File: src/rtl/lsp_ram.sv
// Generic single-write, single-read synchronous RAM with registered read.
// No dependencies.
module lsp_ram #(
   parameter int WIDTH = 8,
   parameter int DEPTH = 16
) (
   input  logic                     clock,
   input  logic                     we,
   input  logic [$clog2(DEPTH)-1:0] waddr,
   input  logic [WIDTH-1:0]         wdata,
   input  logic [$clog2(DEPTH)-1:0] raddr,
   output logic [WIDTH-1:0]         rdata
);

   logic [WIDTH-1:0] mem [DEPTH];
   logic [WIDTH-1:0] rdata_ff;

   // Write port and registered read port
   always_ff @(posedge clock) begin
      if (we) begin
         mem[waddr] <= wdata;
      end
      rdata_ff <= mem[raddr];
   end

   assign rdata = rdata_ff;

endmodule

File: config.mk
export PLATFORM = sky130hd
export DESIGN_NAME = lsp_ram
export DESIGN_NICKNAME = d
export VERILOG_FILES = /design/src/rtl/lsp_ram.sv
export SDC_FILE = /design/constraint.sdc
export NUM_CORES = 1
export LEC_CHECK = 0
export BUFFER_PORTS_ARGS = -buffer_cell sky130_fd_sc_hd__clkbuf_2
export CORE_MARGIN = 3
export CORE_UTILIZATION = 50
export DETAILED_ROUTE_END_ITERATION = 8
export MAX_ROUTING_LAYER = met4
export PLACE_DENSITY = 0.74
export SETUP_SLACK_MARGIN = 0.1
export SYNTH_ARGS = -nofsm -noshare
export SYNTH_HDL_FRONTEND = slang
export SYNTH_SLANG_ARGS = --single-unit
File: constraint.sdc
create_clock -name clock -period 2.25 [get_ports clock]
set_input_delay 0.3375 -clock clock [delete_from_list [all_inputs] [get_ports clock]]
set_output_delay 0.3375 -clock clock [all_outputs]
set_load 0.05 [all_outputs]
==> results_dict.tcl <==
set metrics [dict create \
    hpwlAfterDp_um 5825 \
    postPlaceCellArea_um2 5520 \
    setup_viol 0 \
    n_antenna_cell 0 \
    slew_viol_final 0 \
    ys_warn_count 0 \
    clock_skew_ns 0.007872 \
    h-tree-depth 4 \
    critical_path_class "reg -> out" \
    synth_cells 229 \
    syn_to_final_growth_pct 19.30 \
    pwr-share-comb_pct 5.1 \
    vias 2443 \
    cp.required_ns 1.91 \
    drt_wl_total_um 9489 \
    first_pass_iters 4 \
    drc 0 \
    die_area_um2 11550 \
    cp_num_cells 1 \
    tns_ns 0 \
    critical_path.top_delay_family "flip-flops" \
    cts_tree "yes" \
    routedWlPerCell_um 22.22 \
    synth_area_um2 5147 \
    max_cap_viol_count 0 \
    drive_gt1_share_pct 30.95 \
    end_kind "output pin" \
    grt_pass1_vias 2487 \
    hold_viol_final 0 \
    nNetsFinal 300 \
    crit_chain "clkbuf_2" \
    numPlacedInstances 396 \
    multiInputGateArea_um2 1057 \
    synth_top_area_share_pct 74.67 \
    grt_overflow_total 0 \
    fin_crit_sh_pct 67.08 \
    grt_start_max_net_pins 33 \
    r2r-start "mem[9][4]$_DFFE_PP_" \
    regArea_um2 4004 \
    clk_latency_ns 0.50 \
    outcome "finished, final reports clean" \
    ant_nets 0 \
    cts_buffer_depth 2 \
    r2r_cells 3 \
    final_common_cell "edfxtp_1" \
    fin_cells 427 \
    p_per_area_nw_per_um2 984.0 \
    clk_pin_slew_ns 0.06 \
    yosysTopAreaCell "edfxtp_1" \
    peakVddDrop_mv 0.5532 \
    ys_ff_latch 136 \
    post_cts_buffers 0 \
    clkPwrFrac_pct 47.7 \
    rows 36 \
    whs_ns 0.2351 \
    grt_pass1_wl_um 14980 \
    track_usage_pct 18.90 \
    crit_slowest_cell "dfxtp_1" \
    yosysSeqAreaShare_pct 77.78 \
    postCtsHoldBufs 0 \
    synth_area_leaders "edfxtp_1 (75%), mux4_2 (7.9%), mux4_1 (7.1%)" \
    coreArea_um2 9910 \
    crit_path_start_kind "register" \
    hp-class "in -> reg" \
    post_cts_resized 0 \
    min_path_cells 1 \
    cp.arrival_ns 1.17 \
    place.gp.congestion 0.7160 \
    fin_area_um2 6141 \
    n_fill_cell 691 \
    synth.avg_cell_area_um2 22.48 \
    startpoint "rdata[6]$_DFF_P_" \
    boundaryPins 26 \
    worstMarginPinSlew_ns 0.7378 \
    layout_common_cells "edfxtp_1 (128), clkbuf_2 (25), mux4_2 (18)" \
    p_leak_nw 2.100 \
    hp-start "wdata[6]" \
    initial_core_util_pct 51.94 \
    cp.buffers_inverters 1 \
    syn-num-nets 247 \
    pwr-share-seq_pct 47.2 \
    switching_share_pct 19.93 \
    portBuffers 25 \
    rsz0062_at_grt "no" \
    switchingPower_mw 1.204 \
    die_h_um 107.5 \
    fin_crit_ns 1.509 \
    crit_path_max_fanout 1 \
    max_slew_margin_pct 50.63 \
    slowest_delay_ns 0.37 \
    internal_power_mw 4.839 \
    grt_antenna_before_repair 0 \
    finish.utilization_pct 61.97 \
    synthDistinctLibCells 19 \
    clkSinkCount 136 \
    cts-root-buf "clkbuf_8" \
    fmax_mhz 662.5 \
    numCtsBuffers 17 \
    via_per_inst 5.721 \
    die_x_um 107.5 \
    drtIter0Drc 200 \
]
==> logic make-up after synthesis <==
| logic type | Yosys count | synth area share, % |
|---|---|---|
| DFF | 136 | 77.78 |
| buffers and inverters | 10 | 1.677 |
| muxes | 32 | 15.02 |
| AOI/OAI and AO/OA | 16 | 2.334 |
| and+or+nand+nor | 35 | 3.184 |
==> cell type report <==
type / instances / share of cell area, %
Clock inverter: 14 / 3.362
Sequential cell: 136 / 65.20
Clock buffer: 17 / 6.744
Timing Repair Buffer: 44 / 4.768
Tap cell: 133 / 2.710
Multi-Input combinational cell: 83 / 17.22
==> registers in the layout (all words and copies together) (netlist names) <==
name,cells
rdata,8
mem,128
==> synth_stat cells <==
library cell     instances
nand3b_1                 2
nand2b_1                 2
buf_6                    3
nand2_1                  9
mux4_1                  14
nor3_1                   4
and2_1                   1
or3b_2                   1
nor2_1                  13
nor2b_1                  1
edfxtp_1               128
buf_2                    3
buf_4                    1
nand3_1                  1
a22oi_1                 16
and2b_1                  1
dfxtp_1                  8
clkdlybuf4s25_2          3
mux4_2                  18
==> power groups by stage <==
| stage | Clock, mW | Sequential, mW | Combinational, mW |
|---|---|---|---|
| 4_1_cts | 2.93 | 2.85 | 0.317 |
| 6_report | 2.88 | 2.85 | 0.311 |
| 3_5_place_dp | 0 | 2.90 | 0.315 |
| 5_1_grt | 3.05 | 2.86 | 0.336 |
| 2_1_floorplan | 0 | 2.96 | 0.144 |
| 3_3_place_gp | 0 | 2.90 | 0.307 |
==> metrics by stage <==
stage               setup WS [ns]  power (mW)
global route               0.6899       6.245
finish                     0.7406       6.043
global placement           0.4604       3.208
CTS                        0.7238       6.095
floorplan                  0.4196       3.100
detailed placement         0.4190       3.219
==> worst paths after layout <==
| path | end | slack (ns) |
|---|---|---|
| worst max-delay path | rdata[6] | 0.74 |
| worst min-delay path | mem[3][6]$_DFFE_PP_ | 0.24 |
| worst max register to register | rdata[4]$_DFF_P_ | 0.89 |
| worst min register to register | rdata[5]$_DFF_P_ | 0.67 |
==> per-layer routing <==
layer	wire, um	track usage (%)	up-vias
met2	4702	28.46	71
met3	491	5.939	9
li1	-	-	1084
met1	4210	25.71	1279
met5	0	-	-
met4	85	4.599	0
(Power assumes the default switching activity.)
